[config.mk]
export PLATFORM = sky130hd
export DESIGN_NAME = mfb_store
export DESIGN_NICKNAME = d
export VERILOG_FILES = /design/src/rtl/mono_framebuffer_blitter_defines.svh /design/src/rtl/mfb_pkg.sv /design/src/rtl/mfb_store.sv
export SDC_FILE = /design/constraint.sdc
export NUM_CORES = 2
export LEC_CHECK = 0
export BUFFER_PORTS_ARGS = -buffer_cell sky130_fd_sc_hd__buf_2
export CORE_MARGIN = 2
export CORE_UTILIZATION = 45
export CTS_BUF_LIST = sky130_fd_sc_hd__clkbuf_16
export DETAILED_ROUTE_END_ITERATION = 8
export GPL_TIMING_DRIVEN = 0
export PLACE_DENSITY_LB_ADDON = 0.3
export SYNTH_ARGS = -nofsm -noshare
export SYNTH_HDL_FRONTEND = slang
export SYNTH_SLANG_ARGS = --single-unit
[constraint.sdc]
create_clock -name clock -period 8.7 [get_ports clock]
set_input_delay 1.74 -clock clock [delete_from_list [all_inputs] [get_ports clock]]
set_output_delay 1.74 -clock clock [all_outputs]
set_load 0.01 [all_outputs]
[src/rtl/mono_framebuffer_blitter_defines.svh]
// Assertion macros for the monochrome framebuffer blitter.
// No dependencies; included by the top level only.
`ifndef MONO_FRAMEBUFFER_BLITTER_DEFINES_SVH
`define MONO_FRAMEBUFFER_BLITTER_DEFINES_SVH

// same-cycle implication check
`define MFB_ASSERT_IMPLY(name, clk, rst, ante, cons) \
   name: assert property (@(posedge clk) disable iff (rst) (ante) |-> (cons)) \
      else $error("same-cycle check failed");

// next-cycle implication check
`define MFB_ASSERT_NEXT(name, clk, rst, ante, cons) \
   name: assert property (@(posedge clk) disable iff (rst) (ante) |=> (cons)) \
      else $error("next-cycle check failed");

`endif

[src/rtl/mfb_pkg.sv]
// Shared types and constants for the monochrome framebuffer blitter.
// No dependencies; used by every module of the block.
package mfb_pkg;

   localparam int NUM_COLUMNS_DEF      = 128;
   localparam int SPRITE_MAX_WIDTH_DEF = 8;
   localparam int SPRITE_BITS_DEF      = 8;
   localparam int COLUMN_BITS          = 32;
   localparam int BYTE_BITS            = 8;

   typedef enum logic [1:0] {
      FUNC_CLEAR  = 2'd0,
      FUNC_BLIT   = 2'd1,
      FUNC_INVERT = 2'd2,
      FUNC_READ   = 2'd3
   } func_type;

endpackage

[src/rtl/mfb_store.sv]
// Column store: one write port, one read port with registered read data.
// Depends on mfb_pkg for the column width.
module mfb_store #(
   parameter int NUM_COLUMNS = mfb_pkg::NUM_COLUMNS_DEF,
   localparam int AddrBits = $clog2(NUM_COLUMNS)
) (
   input  logic                            clock,
   input  logic                            rd_en,
   input  logic [AddrBits-1:0]             rd_addr,
   output logic [mfb_pkg::COLUMN_BITS-1:0] rd_data,
   input  logic                            wr_en,
   input  logic [AddrBits-1:0]             wr_addr,
   input  logic [mfb_pkg::COLUMN_BITS-1:0] wr_data
);

   logic [mfb_pkg::COLUMN_BITS-1:0] mem [NUM_COLUMNS];
   logic [mfb_pkg::COLUMN_BITS-1:0] rd_data_ff;

   always_ff @(posedge clock) begin
      if (wr_en) begin
         mem[wr_addr] <= wr_data;
      end
      if (rd_en) begin
         rd_data_ff <= mem[rd_addr];
      end
   end

   assign rd_data = rd_data_ff;

endmodule

# ---- Word-level counts from Yosys, hierarchy flattened
# Memory sizes are Yosys's and may differ from the RTL's. A register that Yosys moved wholly into a read port is not among the register bits.
# Cells that the tools add are included.
# W data, S select, Z words.
dict set report totals {
  regBits 0
  word_cells 3
  inputBits 49
  out_inout_bits 32
  ramBits 4096
  n_memories 1
}
dict set report classes {
  mux 2
}
# memory words width read_ports rd_clocked_by_memory_dff wr line
set memory_table {}
lappend memory_table {mem 128 32 1 1 1 mfb_store.sv:16} ;# logic [mfb_pkg::COLUMN_BITS-1:0] mem [NUM_COLUMNS];
# op n
set op_table {}
lappend op_table {{$mux W1} 2}

# ---- Longest topological paths before layout
dict set report depth {
  ltp_word 2
  depth_mapped 8
  mapped_depth_nobuf 4
}

# ---- Least setup slack after synthesis
# No wires, ideal clock.
dict set report synth_timing {
  path_kind {input-to-reg}
  startpoint {input port wr_en}
  endpoint {memory mem[98][0] (netlist bit), enable pin}
  required_time_ps 8239
  t_arrival_ps 4518
  path_buffers 1
  stages 3
  slack_ps 3721
  path_cell_list {clkbuf_1 -> nand4_1 -> nor3_1}
}
dict set report synth_via {
  elab_chain_len 2
}
# item line
set synth_lines {}
lappend synth_lines {{start: declaration} mfb_store.sv:11} ;# input logic wr_en,
lappend synth_lines {{$mux W1} mfb_store.sv:20} ;# if (wr_en) begin
lappend synth_lines {{$mux W1 (not written as such)} mfb_store.sv:21} ;# mem[wr_addr] <= wr_data;
lappend synth_lines {{end: declaration} mfb_store.sv:16}
# Every way passes these cells.

==> metrics <==
status=complete, no violations; wire length of the first global-routing pass=581 mm; die boundary width=594 um; area grow syn2layout=15.5%; Data required, critical path=9.33 ns; hold violation count in the final report=0; number of max-capacitance violations reported=0; starting utilization of the core area=0.452; post-placement cell area=168,000 um^2; summed negative setup slack over all endpoints=0 ns; number of core rows=216; Setup Viol. Count Final=0; mean post-synth cell area=26.1 um^2; arrival time at the worst endpoint=6.58 ns; number of search-and-repair iterations in the first detailed-routing pass=6; GRT Residual Overflow=0; deepest level of the CTS H-tree=5; most numerous cell in the Yosys netlist=edfxtp_1; CP most frequent cell=mux4_2; setup fix buffers added after clock tree synthesis=0; remaining routing DRC violations=0; share of async-settable or async-resettable flops after synthesis=0; startpoint class of the critical path=input pin; biggest fanout along the worst timing path=10; HPWL reported at the end of detailed placement=284 mm; buffer depth of the longest clock path=4; largest vdd supply drop=194 uV; biggest cell delay along the critical path=1.08 ns; die height=594 um; maximum achievable frequency=168 MHz; RSZ-0062 raised after global routing=no; share of cells above drive strength 1=0.349; quantity of I/O buffers inserted on ports=69; sequential fraction of the synthesis area=0.792; cell-by-cell listing of the critical path=clkbuf_1 -> buf_2 -> clkbuf_1 -> buf_1 -> mux4_2 -> mux4_2 -> mux4_2 -> mux2_2; fin crit share=0.684; dominant register cell in the synthesized netlist=edfxtp_1; final weighted congestion in routability-driven placement=0.901; Slew Limit Headroom=0.0319; classification of the worst-slack hold path=reg -> reg; Synthesized Nets=6,039; Worst-path clk slew=0.06 ns; Critical-path top delay cell=clkbuf_1; total wirelength of the detailed-routed design=421 mm; number of flip-flops and latches in the synthesized netlist=4,128; Cells after Synth=5,990; hold buffer count at cts=0; # fillers=25,700; violation count after the first detailed-route iteration=11,500; Clk Latency, worst-skew pair=0.92 ns; leakage=55.4 nW; pin count of the biggest net entering global routing=97; combined area of all synthesized cells=157,000 um^2; antenna violation net count after detailed routing=0; delay-heaviest family, CP=buffers and inverters; average detailed-routed wire length per instance=36.3 um; combined global-route utilization of all metal layers=0.238; Clock Skew=0.0539 ns; Post-synth top cells=4,128 x edfxtp_1, 1,344 x mux4_2, 182 x clkbuf_1; core area=346,000 um^2; buffers plus inverters on the worst setup path=4; Worst setup EP type=flop; number of global-route vias before repair=71,600; TritonCTS clock tree=built; total die area=353,000 um^2; number of enable-type register cells in the synthesized netlist=4,128; total number of vias=72,200; number of warnings issued by yosys=0; Crit Path Category=in -> reg; final worst setup slack=2.75 ns; vias per std cell=6.23; Place WS=1.95 ns; ranking of synthesized cells by area=edfxtp_1 79%, mux4_2 19%, clkbuf_1 0.44%; Yosys cell types=16; cell type contributing the most total cell area after synthesis=edfxtp_1; shortest clock period the worst path allows after layout=5.95 ns; root cell of the clock tree=clkbuf_16; Yosys top cell area share=0.792; net count of the finished layout=6,716; actual transition at the worst max-transition pin=1.45 ns; total CTS buffers=401; Power per Cell Area=228 nW/um^2; initial antenna violation count=70; cts repair resizes=0; final std cell area, no fill=181,000 um^2; I/O Pins=81; final max-slew violation count=0; number of sinks driven by the clock tree=4,128
==> per-stage QoR <==
step	total power, mW	hold WS, ns	instances	utilization
final	41.2	1.26	11600	0.522
after global routing	42.2	1.25	11600	0.522
after CTS	41.4	1.23	11600	0.522
after detailed placement	24.7	1.23	10800	0.486
after global placement	24.6	1.21	10600	0.470
after floorplan	23.5	1.15	5990	-
==> sequential cells by signal (all words and copies together), names as in the netlist <==
signal and count:
mem 4096, rd_data 32
==> metal layers <==
metal	part of all wire	GRT usage	routed length (um)	up-vias
met5	0.00028	0	117	-
met4	0.052	0.111	21900	16
met3	0.10	0.0428	42500	711
met2	0.48	0.372	200000	4229
met1	0.37	0.328	156000	39400
li1	-	-	-	27900
==> layout by cell type, fill, tap and decap left out <==
master,n
inv_1,82
nor2_1,3
inv_6,8
edfxtp_1,4128
clkinv_4,3
nor2_4,119
clkinv_8,4
clkbuf_16,404
clkbuf_1,159
clkinvlp_4,18
buf_6,32
clkinv_2,74
inv_16,1
buf_12,87
clkinv_1,85
clkbuf_2,23
buf_4,38
nor2b_1,7
nand3_1,12
buf_2,117
nand2b_1,2
diode_2,38
bufinv_16,39
or3_1,1
buf_1,49
nand2_1,14
buf_8,2
mux2_2,32
nand4_1,3
nor3_2,9
clkinv_16,1
buf_16,83
mux4_2,1344
==> tightest hold or removal path, cell delays in order (launching register included) <==
cell and delay, ns:
edfxtp_1 0.32, mux4_2 0.22, mux4_2 0.21, mux4_2 0.26
mux2_2 0.15
==> where the power goes <==
| group | switching (mW) | internal, mW | leakage (nW) |
|---|---|---|---|
| Combinational | 1.47 | 0.842 | 11.7 |
| Clock | 7.33 | 9.57 | 6.49 |
| Sequential | 0.0269 | 22.0 | 37.1 |
| Total | 8.82 | 32.4 | 55.4 |
==> cell type report <==
cell class | instances | area, um^2 | share of cell area
Antenna cell | 38 | 95.1 | 0.000526
Buffer | 316 | 1340 | 0.00742
Clock buffer | 404 | 10100 | 0.0559
Clock inverter | 315 | 2510 | 0.0139
Multi-Input combinational cell | 1546 | 32300 | 0.178
Sequential cell | 4128 | 124000 | 0.685
Tap cell | 4578 | 5730 | 0.0317
Timing Repair Buffer | 274 | 4840 | 0.0268
==> worst paths after layout <==
kind | from | to | cells after the start | slack (ns)
setup / recovery | rd_addr[2] | rd_data[7] | 8 | 2.75
hold / removal | mem[77][2] | rd_data[2] | 4 | 1.26
setup reg to reg | mem[53][13] | rd_data[13] | 4 | 5.81
hold reg to reg | mem[77][2] | rd_data[2] | 4 | 1.26
==> cell families after synthesis <==
kind of cell,after synthesis,synth area share
buffers and inverters,316,0.00837
flip-flops,4128,0.792
multiplexers,1376,0.196
AND/OR/NAND/NOR,170,0.00445
(Power assumes the default switching activity.)
