### src/rtl/mono_framebuffer_blitter_defines.svh
// Assertion macros for the monochrome framebuffer blitter.
// No dependencies; included by the top level only.
`ifndef MONO_FRAMEBUFFER_BLITTER_DEFINES_SVH
`define MONO_FRAMEBUFFER_BLITTER_DEFINES_SVH

// same-cycle implication check
`define MFB_ASSERT_IMPLY(name, clk, rst, ante, cons) \
   name: assert property (@(posedge clk) disable iff (rst) (ante) |-> (cons)) \
      else $error("same-cycle check failed");

// next-cycle implication check
`define MFB_ASSERT_NEXT(name, clk, rst, ante, cons) \
   name: assert property (@(posedge clk) disable iff (rst) (ante) |=> (cons)) \
      else $error("next-cycle check failed");

`endif

### src/rtl/mfb_pkg.sv
// Shared types and constants for the monochrome framebuffer blitter.
// No dependencies; used by every module of the block.
package mfb_pkg;

   localparam int NUM_COLUMNS_DEF      = 128;
   localparam int SPRITE_MAX_WIDTH_DEF = 8;
   localparam int SPRITE_BITS_DEF      = 8;
   localparam int COLUMN_BITS          = 32;
   localparam int BYTE_BITS            = 8;

   typedef enum logic [1:0] {
      FUNC_CLEAR  = 2'd0,
      FUNC_BLIT   = 2'd1,
      FUNC_INVERT = 2'd2,
      FUNC_READ   = 2'd3
   } func_type;

endpackage

### src/rtl/mfb_ctrl.sv
// Sequencer for clear, blit, invert and read; read-modify-write of the store.
// Depends on mfb_pkg; drives the ports of mfb_store.
module mfb_ctrl #(
   parameter int NUM_COLUMNS      = mfb_pkg::NUM_COLUMNS_DEF,
   parameter int SPRITE_MAX_WIDTH = mfb_pkg::SPRITE_MAX_WIDTH_DEF,
   parameter int SPRITE_BITS      = mfb_pkg::SPRITE_BITS_DEF,
   localparam int AddrBits = $clog2(NUM_COLUMNS)
) (
   input  logic                            clock,
   input  logic                            reset,
   input  logic                            req_valid,
   output logic                            req_ready,
   input  logic [1:0]                      req_func,
   input  logic signed [8:0]               req_x_pos,
   input  logic signed [5:0]               req_y_shift,
   input  logic [3:0]                      req_sprite_width,
   input  logic [63:0]                     req_sprite_columns,
   input  logic [1:0]                      req_page,
   output logic                            res_valid,
   input  logic                            res_free,
   output logic [mfb_pkg::BYTE_BITS-1:0]   res_byte,
   output logic                            mem_rd_en,
   output logic [AddrBits-1:0]             mem_rd_addr,
   input  logic [mfb_pkg::COLUMN_BITS-1:0] mem_rd_data,
   output logic                            mem_wr_en,
   output logic [AddrBits-1:0]             mem_wr_addr,
   output logic [mfb_pkg::COLUMN_BITS-1:0] mem_wr_data
);

   localparam logic [7:0] BitMask = 8'((16'd1 << SPRITE_BITS) - 16'd1);

   typedef enum logic [2:0] {
      ST_CLEAR,
      ST_IDLE,
      ST_INVERT,
      ST_BLIT,
      ST_READ,
      ST_DRAIN,
      ST_RESULT
   } state_type;

   function automatic logic [31:0] shift_col(input logic [31:0] col,
                                             input logic signed [5:0] sh);
      logic [5:0] mag;
      mag = 6'(-sh);
      if (!sh[5]) begin
         return col << sh[4:0];
      end else if (mag[5]) begin
         return '0;
      end else begin
         return col >> mag[4:0];
      end
   endfunction

   state_type                       state_ff, state_in;
   logic [AddrBits-1:0]             cnt_ff, cnt_in;
   logic [3:0]                      k_ff, k_in;
   logic [3:0]                      width_ff, width_in;
   logic signed [8:0]               x_ff, x_in;
   logic signed [5:0]               sh_ff, sh_in;
   logic [63:0]                     sprite_ff, sprite_in;
   logic [1:0]                      page_ff, page_in;
   logic                            pend_ff, pend_in;
   logic                            pend_inv_ff, pend_inv_in;
   logic [AddrBits-1:0]             pend_addr_ff, pend_addr_in;
   logic [mfb_pkg::COLUMN_BITS-1:0] or_data_ff, or_data_in;
   logic                            in_range_ff, in_range_in;

   logic [9:0]                      col_s;
   logic                            col_ok;
   logic [AddrBits-1:0]             col_addr;
   logic [7:0]                      spr_byte;
   logic                            sweep_last;
   logic [3:0]                      k_next;

   assign col_s      = {x_ff[8], x_ff} + {6'd0, k_ff};
   assign col_ok     = !col_s[9] && (32'(col_s[8:0]) < NUM_COLUMNS);
   assign col_addr   = AddrBits'(col_s[8:0]);
   assign spr_byte   = sprite_ff[{k_ff[2:0], 3'b000} +: 8] & BitMask;
   assign sweep_last = (cnt_ff == AddrBits'(NUM_COLUMNS - 1));
   assign k_next     = k_ff + 4'd1;

   always_comb begin
      state_in     = state_ff;
      cnt_in       = cnt_ff;
      k_in         = k_ff;
      width_in     = width_ff;
      x_in         = x_ff;
      sh_in        = sh_ff;
      sprite_in    = sprite_ff;
      page_in      = page_ff;
      pend_in      = 1'b0;
      pend_inv_in  = 1'b0;
      pend_addr_in = pend_addr_ff;
      or_data_in   = or_data_ff;
      in_range_in  = in_range_ff;
      mem_rd_en    = 1'b0;
      mem_rd_addr  = cnt_ff;
      res_valid    = 1'b0;
      case (state_ff)
         ST_CLEAR: begin
            cnt_in = cnt_ff + AddrBits'(1);
            if (sweep_last) begin
               cnt_in   = '0;
               state_in = ST_IDLE;
            end
         end
         ST_IDLE: begin
            if (req_valid) begin
               x_in      = req_x_pos;
               sh_in     = req_y_shift;
               sprite_in = req_sprite_columns;
               page_in   = req_page;
               cnt_in    = '0;
               k_in      = '0;
               width_in  = (req_sprite_width > SPRITE_MAX_WIDTH) ?
                           4'(SPRITE_MAX_WIDTH) : req_sprite_width;
               case (mfb_pkg::func_type'(req_func))
                  mfb_pkg::FUNC_CLEAR:  state_in = ST_CLEAR;
                  mfb_pkg::FUNC_BLIT:   state_in = (width_in == 4'd0) ? ST_DRAIN : ST_BLIT;
                  mfb_pkg::FUNC_INVERT: state_in = ST_INVERT;
                  mfb_pkg::FUNC_READ:   state_in = ST_READ;
                  default:              state_in = ST_IDLE;
               endcase
            end
         end
         ST_INVERT: begin
            mem_rd_en    = 1'b1;
            pend_in      = 1'b1;
            pend_inv_in  = 1'b1;
            pend_addr_in = cnt_ff;
            cnt_in       = cnt_ff + AddrBits'(1);
            if (sweep_last) begin
               cnt_in   = '0;
               state_in = ST_DRAIN;
            end
         end
         ST_BLIT: begin
            mem_rd_addr = col_addr;
            if (col_ok) begin
               mem_rd_en    = 1'b1;
               pend_in      = 1'b1;
               pend_addr_in = col_addr;
               or_data_in   = shift_col(32'(spr_byte), sh_ff);
            end
            k_in = k_next;
            if (k_next == width_ff) begin
               state_in = ST_DRAIN;
            end
         end
         ST_READ: begin
            mem_rd_addr = col_addr;
            mem_rd_en   = col_ok;
            in_range_in = col_ok;
            state_in    = ST_RESULT;
         end
         ST_DRAIN: begin
            state_in = ST_IDLE;
         end
         ST_RESULT: begin
            res_valid = 1'b1;
            if (res_free) begin
               state_in = ST_IDLE;
            end
         end
         default: begin
            state_in = ST_IDLE;
         end
      endcase
   end

   always_comb begin
      req_ready = (state_ff == ST_IDLE);
      res_byte  = in_range_ff ? mem_rd_data[{page_ff, 3'b000} +: 8] : 8'd0;
      if (state_ff == ST_CLEAR) begin
         mem_wr_en   = 1'b1;
         mem_wr_addr = cnt_ff;
         mem_wr_data = '0;
      end else begin
         mem_wr_en   = pend_ff;
         mem_wr_addr = pend_addr_ff;
         mem_wr_data = pend_inv_ff ? ~mem_rd_data : (mem_rd_data | or_data_ff);
      end
   end

   always_ff @(posedge clock) begin
      if (reset) begin
         state_ff <= ST_CLEAR;
         cnt_ff   <= '0;
         pend_ff  <= 1'b0;
      end else begin
         state_ff <= state_in;
         cnt_ff   <= cnt_in;
         pend_ff  <= pend_in;
      end
      k_ff         <= k_in;
      width_ff     <= width_in;
      x_ff         <= x_in;
      sh_ff        <= sh_in;
      sprite_ff    <= sprite_in;
      page_ff      <= page_in;
      pend_inv_ff  <= pend_inv_in;
      pend_addr_ff <= pend_addr_in;
      or_data_ff   <= or_data_in;
      in_range_ff  <= in_range_in;
   end

endmodule

### config.mk
export PLATFORM = sky130hd
export DESIGN_NAME = mfb_ctrl
export DESIGN_NICKNAME = d
export VERILOG_FILES = /design/src/rtl/mono_framebuffer_blitter_defines.svh /design/src/rtl/mfb_pkg.sv /design/src/rtl/mfb_ctrl.sv
export SDC_FILE = /design/constraint.sdc
export NUM_CORES = 1
export LEC_CHECK = 0
export BUFFER_PORTS_ARGS = -buffer_cell sky130_fd_sc_hd__buf_2
export CORE_ASPECT_RATIO = 1.1
export CORE_UTILIZATION = 51
export CTS_BUF_LIST = sky130_fd_sc_hd__clkbuf_2
export CTS_CLUSTER_SIZE = 24
export DETAILED_ROUTE_END_ITERATION = 7
export HOLD_SLACK_MARGIN = 0.1
export PLACE_DENSITY = 0.83
export SYNTH_ARGS = -nofsm -noshare
export SYNTH_HDL_FRONTEND = slang
export SYNTH_SLANG_ARGS = --single-unit
### constraint.sdc
create_clock -name clock -period 5.23 [get_ports clock]
set_input_delay 0.2615 -clock clock [delete_from_list [all_inputs] [get_ports clock]]
set_output_delay 0.2615 -clock clock [all_outputs]
set_load 0.05 [all_outputs]
# After elaboration in Yosys (flattened, before gate mapping)
# Cells that the tools add are included.
[op_classes]
n_addsub = 4
n_lt_le_gt_ge = 2
eq_ne = 16
shift = 4
mux = 29
bitwise_logic = 2
reduce_logical = 16
[ops]
columns = ["cell", "count"]
rows = [
  ["$mux W32", 4],
  ["$shiftx A64 B7 Y8", 1],
  ["$mux W7", 5],
  ["$not A32 Y32", 1],
  ["$or A32 B32 Y32", 1],
  ["$shiftx A32 B6 Y8", 1],
  ["$shl A8 B5 Y32", 1],
  ["$shr A8 B5 Y32", 1],
  ["$pmux W7 S2", 2],
  ["$mux W3", 6],
  ["$pmux W3 S6", 1],
  ["$ne A2 B2 Y1 const B", 6],
  ["$pmux W3 S4", 1],
  ["$add A9 B5 Y10", 1],
  ["$reduce_and A2 Y1", 5],
  ["$lt A9 B8 Y1 const B", 1],
  ["$mux W4", 2],
  ["$mux W8", 1],
  ["$pmux W4 S2", 1],
  ["$add A7 B1 Y7 const B", 1],
  ["$eq A7 B7 Y1 const B", 1],
  ["$eq A3 B2 Y1 const B", 2],
  ["$eq A3 B3 Y1 const B", 2],
  ["$neg A6 Y6", 1],
  ["other kinds (17)", 24],
]
[totals]
register_bits = 141
inputBits = 123
word_cells = 86

# Depth between registers and ports, before layout
[depth]
ltp_word = 7
ltp_mapped = 10

# Worst setup path before layout
# No wires, ideal clock.
[synth_path]
kind = "flip-flop to flip-flop"
from = "register state_ff[0]"
to = "register page_ff[0], enable pin"
setup_time_ps = 439
arrival_ps = 3970
required_time_ps = 4791
slack_ps = 820
stages_incl_launch_ff = 5
n_path_buf = 1
path_cell_list = "dfxtp_1 clkbuf_1 nor3b_1 nand2_1 inv_1"
[synth_via]
elab_chain_len = 2
[synth_lines]
columns = ["item", "line", "source"]
rows = [
  ["from (decl)", "mfb_ctrl.sv:55", "state_type state_ff, state_in;"],
  ["from (signal assigned)", "mfb_ctrl.sv:192", "state_ff <= state_in;"],
  ["$eq A3 B1 Y1", "-", ""],
  ["via req_ready", "mfb_ctrl.sv:12", "output logic req_ready,"],
  ["$reduce_and A2 Y1 (no source line)", "-", ""],
  ["to (signal assigned)", "mfb_ctrl.sv:201", "page_ff <= page_in;"],
  ["to (decl)", "mfb_ctrl.sv:62", "logic [1:0] page_ff, page_in;"],
]
# The timed path passes the listed nets, and every way through them passes these cells.
# A chain may end at the register's enable or synchronous reset.

# Final worst setup path
[layout_path]
from = "register k_ff[0]"
to = "output port mem_rd_en"
[layout_via]
elab_chain_len = 5
elab_cells_between_ends = 6
cone_classes = "add/sub: 1; order compare: 1; mux: 2; reduce/logical: 2"
[layout_lines]
columns = ["item", "line", "source"]
rows = [
  ["from (decl)", "mfb_ctrl.sv:57", "logic [3:0] k_ff, k_in;"],
  ["from (signal assigned)", "mfb_ctrl.sv:196", "k_ff <= k_in;"],
  ["$add A9 B5 Y10 (*)", "mfb_ctrl.sv:76", "assign col_s = {x_ff[8], x_ff} + {6'd0, k_ff};"],
  ["$lt A9 B8 Y1 / $logic_not A1 Y1 (equally long branches)", "mfb_ctrl.sv:77", "assign col_ok = !col_s[9] && (32'(col_s[8:0]) < NUM_COLUMNS);"],
  ["$logic_and A1 B1 Y1 (*)", "mfb_ctrl.sv:77", ""],
  ["$mux W1", "mfb_ctrl.sv:140", "if (col_ok) begin"],
  ["$pmux W1 S3 (*)", "mfb_ctrl.sv:100", "case (state_ff)"],
  ["to (decl)", "mfb_ctrl.sv:22", "output logic mem_rd_en,"],
]
# Every way passes the cells marked *; elsewhere a longest branch is shown, timed or not.

==> impl_metrics.prom <==
# TYPE chip_impl_metric gauge
chip_impl_info{name="run_status",value="finished, final reports clean"} 1
chip_impl_metric{name="grt_start_max_net_pins",unit=""} 65
chip_impl_metric{name="path_max_fanout",unit=""} 30
chip_impl_metric{name="clock_power_share",unit="%"} 15.8
chip_impl_metric{name="power.density",unit="nW/µm²"} 491
chip_impl_metric{name="synth_area",unit="µm²"} 7550
chip_impl_info{name="hold_path_startpoint",value="req_sprite_columns[40]"} 1
chip_impl_metric{name="io_buffers",unit=""} 180
chip_impl_info{name="cpLargestDelayFamily",value="compound AO/OA/AOI/OAI gates"} 1
chip_impl_info{name="cts_root_buffer",value="sky130_fd_sc_hd__clkbuf_2"} 1
chip_impl_metric{name="ys_seq_area_share",unit="%"} 54.5
chip_impl_metric{name="finalSetupTns",unit="ns"} 0
chip_impl_metric{name="slew_limit_fails",unit=""} 0
chip_impl_metric{name="ys_async_sr_fraction",unit="%"} 0
chip_impl_metric{name="critical_path_required",unit="ns"} 4.97
chip_impl_metric{name="clock_sinks",unit=""} 141
chip_impl_metric{name="boundaryPins",unit=""} 181
chip_impl_metric{name="drt_drc_violations_left",unit=""} 0
chip_impl_info{name="timing.critical_path.from",value="k_ff[0]"} 1
chip_impl_metric{name="cts.htree.levels",unit=""} 4
chip_impl_metric{name="cts-root-to-sink-buffers",unit=""} 2
chip_impl_metric{name="area_growth_syn_to_layout",unit="%"} 30.0
chip_impl_metric{name="period_share",unit="%"} 75.1
chip_impl_metric{name="cts.clk_slew.worst_paths",unit="ns"} 0.23
chip_impl_metric{name="antenna_found_initial",unit=""} 1
chip_impl_metric{name="cts-buffers-inserted",unit=""} 17
chip_impl_metric{name="hold-worst-slack",unit="ns"} 0.213
chip_impl_metric{name="synth_cell_types",unit=""} 63
chip_impl_info{name="worst_hold_path_class",value="in2reg"} 1
chip_impl_metric{name="synth_fp_nets",unit=""} 793
chip_impl_metric{name="chipHeight",unit="µm"} 130
chip_impl_metric{name="sequential_group_share_of_total_power",unit="%"} 30.6
chip_impl_metric{name="sum_of_buffers_and_inverters_on_the_critical_path",unit=""} 2
chip_impl_metric{name="total_setup_buffers_inserted_after_cts",unit=""} 0
chip_impl_metric{name="synth-seq-cells",unit=""} 141
chip_impl_metric{name="routed_wire_length_per_instance",unit="µm"} 18.1
chip_impl_metric{name="floorplan.core_area",unit="µm²"} 14400
chip_impl_metric{name="cell_internal_pwr",unit="W"} 0.00241
chip_impl_metric{name="post-route-util",unit="%"} 67.9
chip_impl_metric{name="postSynthAreaPerCell",unit="µm²"} 11.4
chip_impl_info{name="crit_type",value="reg2out"} 1
chip_impl_metric{name="power.net_switching",unit="W"} 0.00241
chip_impl_metric{name="vias_per_cell",unit=""} 5.84
chip_impl_metric{name="fmax",unit="MHz"} 255
chip_impl_metric{name="final_layout_size_suffix_gt1_share",unit="%"} 27.9
chip_impl_metric{name="grt_pass1_vias",unit=""} 6287
chip_impl_metric{name="number_of_rows_in_the_core_area",unit=""} 46
chip_impl_metric{name="antenna_left",unit=""} 0
chip_impl_metric{name="die-width",unit="µm"} 118
chip_impl_info{name="min_delay_worst_endpoint",value="sprite_ff[40]"} 1
chip_impl_metric{name="first_pass_grt_wire_length",unit="µm"} 32300
chip_impl_info{name="critical_path.startpoint_type",value="flop"} 1
chip_impl_metric{name="postCtsHoldBufs",unit=""} 94
chip_impl_metric{name="worstHoldPathCells",unit=""} 2
chip_impl_info{name="cp_cell_sequence",value="buf_4 -> ha_1 -> fa_1 -> a21o_1 -> a21oi_1 -> nor2b_1 -> xnor2_1 -> a32oi_1 -> o22ai_1 -> buf_2"} 1
chip_impl_metric{name="drc_violation_total_after_the_first_tritonroute_iteration",unit=""} 721
chip_impl_metric{name="fin_nets",unit=""} 1052
chip_impl_metric{name="finalHoldViolCount",unit=""} 0
chip_impl_metric{name="timing.reg2reg.setup_slack",unit="ns"} 1.81
chip_impl_metric{name="routabilityCongestion",unit=""} 0.937
chip_impl_metric{name="fp.dieArea",unit="µm²"} 15300
chip_impl_metric{name="power.combinational.fraction",unit="%"} 53.7
chip_impl_info{name="grt_setup_unrepaired",value="false"} 1
chip_impl_info{name="cpMaxStageDelayCell",value="sky130_fd_sc_hd__a32oi_1"} 1
chip_impl_metric{name="yosysWarningCount",unit=""} 0
chip_impl_metric{name="final-setup-viol-count",unit=""} 0
chip_impl_metric{name="dr_total_vias",unit=""} 6581
chip_impl_metric{name="min_period",unit="ns"} 3.93
chip_impl_metric{name="post_cts_resize_count",unit=""} 0
chip_impl_info{name="regToRegEndpoint",value="or_data_ff[3]"} 1
chip_impl_metric{name="cp_data_arrival_time",unit="ns"} 3.66
chip_impl_metric{name="grt_remaining_overflow",unit=""} 0
chip_impl_info{name="clock_tree_from_tritoncts",value="done"} 1
chip_impl_info{name="worstReg2RegStart",value="sh_ff[0]"} 1
chip_impl_metric{name="final_setup_skew",unit="ns"} 0.0294
chip_impl_metric{name="drt_first_pass_iters",unit=""} 5
chip_impl_metric{name="hpwl_detailed",unit="µm"} 13300
chip_impl_metric{name="cp_slowest_stage_delay",unit="ns"} 0.48
chip_impl_metric{name="largest_vdd_supply_drop",unit="µV"} 282
chip_impl_metric{name="switching_share",unit="%"} 50.1
chip_impl_metric{name="synth_cells",unit=""} 662
chip_impl_metric{name="timing.reg2reg.worst_path_depth",unit=""} 7
chip_impl_metric{name="route.final.wire_length",unit="µm"} 20500
chip_impl_metric{name="insertion_delay_to_the_later_sink_of_the_worst_skew_pair",unit="ns"} 0.74
chip_impl_info{name="crit_path_end_kind",value="output pin"} 1
chip_impl_metric{name="globalRouteTotalUtil",unit="%"} 27.6
chip_impl_metric{name="maxSlewHeadroom",unit="%"} 29.7
chip_impl_metric{name="num-fill-cells",unit=""} 1060
chip_impl_metric{name="max_cap_violations",unit=""} 0
chip_impl_metric{name="initial_cell_density_of_the_core",unit="%"} 52.2
chip_impl_metric{name="worst-slew-pin-transition",unit="ns"} 1.05
chip_impl_metric{name="worstSetupPathDepth",unit=""} 10
chip_impl_metric{name="static-leakage-power",unit="nW"} 3.79
chip_impl_metric{name="edff_count_synth",unit=""} 129
chip_impl_info{name="synth_ff_type",value="sky130_fd_sc_hd__edfxtp_1"} 1
## state kept, by name, summed over array words and instances, names as in the netlist
register / count
k_ff: 4
or_data_ff: 32
state_ff: 3
in_range_ff: 1
x_ff: 9
pend_inv_ff: 1
pend_addr_ff: 7
cnt_ff: 7
width_ff: 4
page_ff: 2
pend_ff: 1
sh_ff: 6
sprite_ff: 64
## per-layer routing
layer | track usage, % | wire (µm) | share of wire, %
met2 | 48.0 | 10400 | 51
met5 | 0 | 0 | 0
met1 | 33.2 | 8000 | 39
met4 | 13.4 | 631 | 3.1
met3 | 5.37 | 1460 | 7.2
## kinds of logic after synthesis
family	after synthesis	synth area share, %
simple gates	233	14.7
compound gates	167	15.2
fa+ha+maj	8	1.43
xor+xnor	15	1.94
flops	141	54.5
buf+inv	51	2.79
mux	47	9.48
## synthesized netlist by cell type, drive strengths merged (8+ instances only)
master | count | share of area [%]
a211oi | 36 | 3.6
a21oi | 26 | 1.7
a22oi | 13 | 1.3
and2 | 17 | 1.4
buf | 11 | 0.78
clkbuf | 28 | 1.4
dfxtp | 12 | 3.2
edfxtp | 129 | 51
inv | 11 | 0.55
mux2 | 10 | 1.5
mux2i | 19 | 2.5
mux4 | 18 | 5.4
nand2 | 62 | 3.1
nand3 | 19 | 1.3
nor2 | 53 | 2.7
nor2b | 13 | 1.1
nor3 | 41 | 2.7
o211ai | 8 | 0.80
o21ai | 32 | 2.1
o221ai | 8 | 0.93
or2 | 8 | 0.66
xor2 | 8 | 0.93
## power by group through the flow
stage / Sequential [W] / Combinational, W / Clock [W]
after floorplan: 0.00143 / 0.00201 / 0
after global placement: 0.00149 / 0.00247 / 0
after detailed placement: 0.00149 / 0.00249 / 0
after CTS: 0.00147 / 0.00257 / 0.000763
after global routing: 0.00149 / 0.00273 / 0.000815
final: 0.00147 / 0.00259 / 0.000761
## per-stage QoR
stage / cells / setup slack (ns) / total power [W] / instance area, µm²
2_1_floorplan: 662 / 0.820 / 0.00344 / 7550
3_3_place_gp: 1000 / 1.99 / 0.00395 / 8570
3_5_place_dp: 1000 / 1.93 / 0.00399 / 8570
4_1_cts: 1126 / 1.23 / 0.00480 / 9810
5_1_grt: 1127 / 1.04 / 0.00503 / 9810
6_report: 1127 / 1.30 / 0.00482 / 9810
## how the worst max path moves through the flow
stage,endpoint,slack [ns]
global placement,or_data_ff[3],1.99
finish,mem_rd_en,1.30
CTS,mem_rd_en,1.23
global route,mem_rd_en,1.04
detailed placement,or_data_ff[3],1.93
floorplan,page_ff[0],0.82
## layout make-up
type	count	area [µm²]	area share [%]
antenna	1	2.50	0.0255
inverter	12	46.3	0.472
multi-input combinational	470	3230	32.9
tap	192	240	2.45
timing repair buffer	279	1880	19.2
sequential	141	4120	42.0
clock buffer	18	90.1	0.918
clock inverter	14	208	2.12
## cells in the final DEF, fill, tap and decap left out, types with 4 or more instances in the layout
| cell type | Yosys | final |
|---|---|---|
| sky130_fd_sc_hd__edfxtp_1 | 129 | 129 |
| sky130_fd_sc_hd__a21oi_1 | 26 | 26 |
| sky130_fd_sc_hd__mux2_2 | 9 | 9 |
| sky130_fd_sc_hd__xor2_1 | 8 | 8 |
| sky130_fd_sc_hd__mux4_2 | 17 | 17 |
| sky130_fd_sc_hd__ha_1 | 7 | 7 |
| sky130_fd_sc_hd__nand2_1 | 62 | 62 |
| sky130_fd_sc_hd__buf_4 | 2 | 5 |
| sky130_fd_sc_hd__a21o_1 | 6 | 6 |
| sky130_fd_sc_hd__nand2b_1 | 4 | 4 |
| sky130_fd_sc_hd__a22oi_1 | 13 | 13 |
| sky130_fd_sc_hd__nand3b_1 | 4 | 4 |
| sky130_fd_sc_hd__o22ai_1 | 5 | 5 |
| sky130_fd_sc_hd__bufinv_16 | 0 | 4 |
| sky130_fd_sc_hd__clkbuf_2 | 1 | 18 |
| sky130_fd_sc_hd__dfxtp_1 | 12 | 11 |
| sky130_fd_sc_hd__nor2_1 | 52 | 50 |
| sky130_fd_sc_hd__and2_1 | 17 | 17 |
| sky130_fd_sc_hd__a32oi_1 | 5 | 5 |
| sky130_fd_sc_hd__or2_2 | 8 | 8 |
| sky130_fd_sc_hd__buf_2 | 2 | 180 |
| sky130_fd_sc_hd__inv_1 | 10 | 9 |
| sky130_fd_sc_hd__o21ai_0 | 31 | 31 |
| sky130_fd_sc_hd__xnor2_1 | 6 | 6 |
| sky130_fd_sc_hd__a211oi_1 | 36 | 36 |
| sky130_fd_sc_hd__nor2b_1 | 13 | 13 |
| sky130_fd_sc_hd__nor3_1 | 41 | 41 |
| sky130_fd_sc_hd__a31oi_1 | 6 | 6 |
| sky130_fd_sc_hd__o221ai_1 | 8 | 8 |
| sky130_fd_sc_hd__dlygate4sd3_1 | 0 | 94 |
| sky130_fd_sc_hd__o211ai_1 | 8 | 8 |
| sky130_fd_sc_hd__and3_1 | 5 | 5 |
| sky130_fd_sc_hd__mux2i_1 | 19 | 19 |
| sky130_fd_sc_hd__nand3_1 | 19 | 19 |
Power figures use the tool's default switching activity.
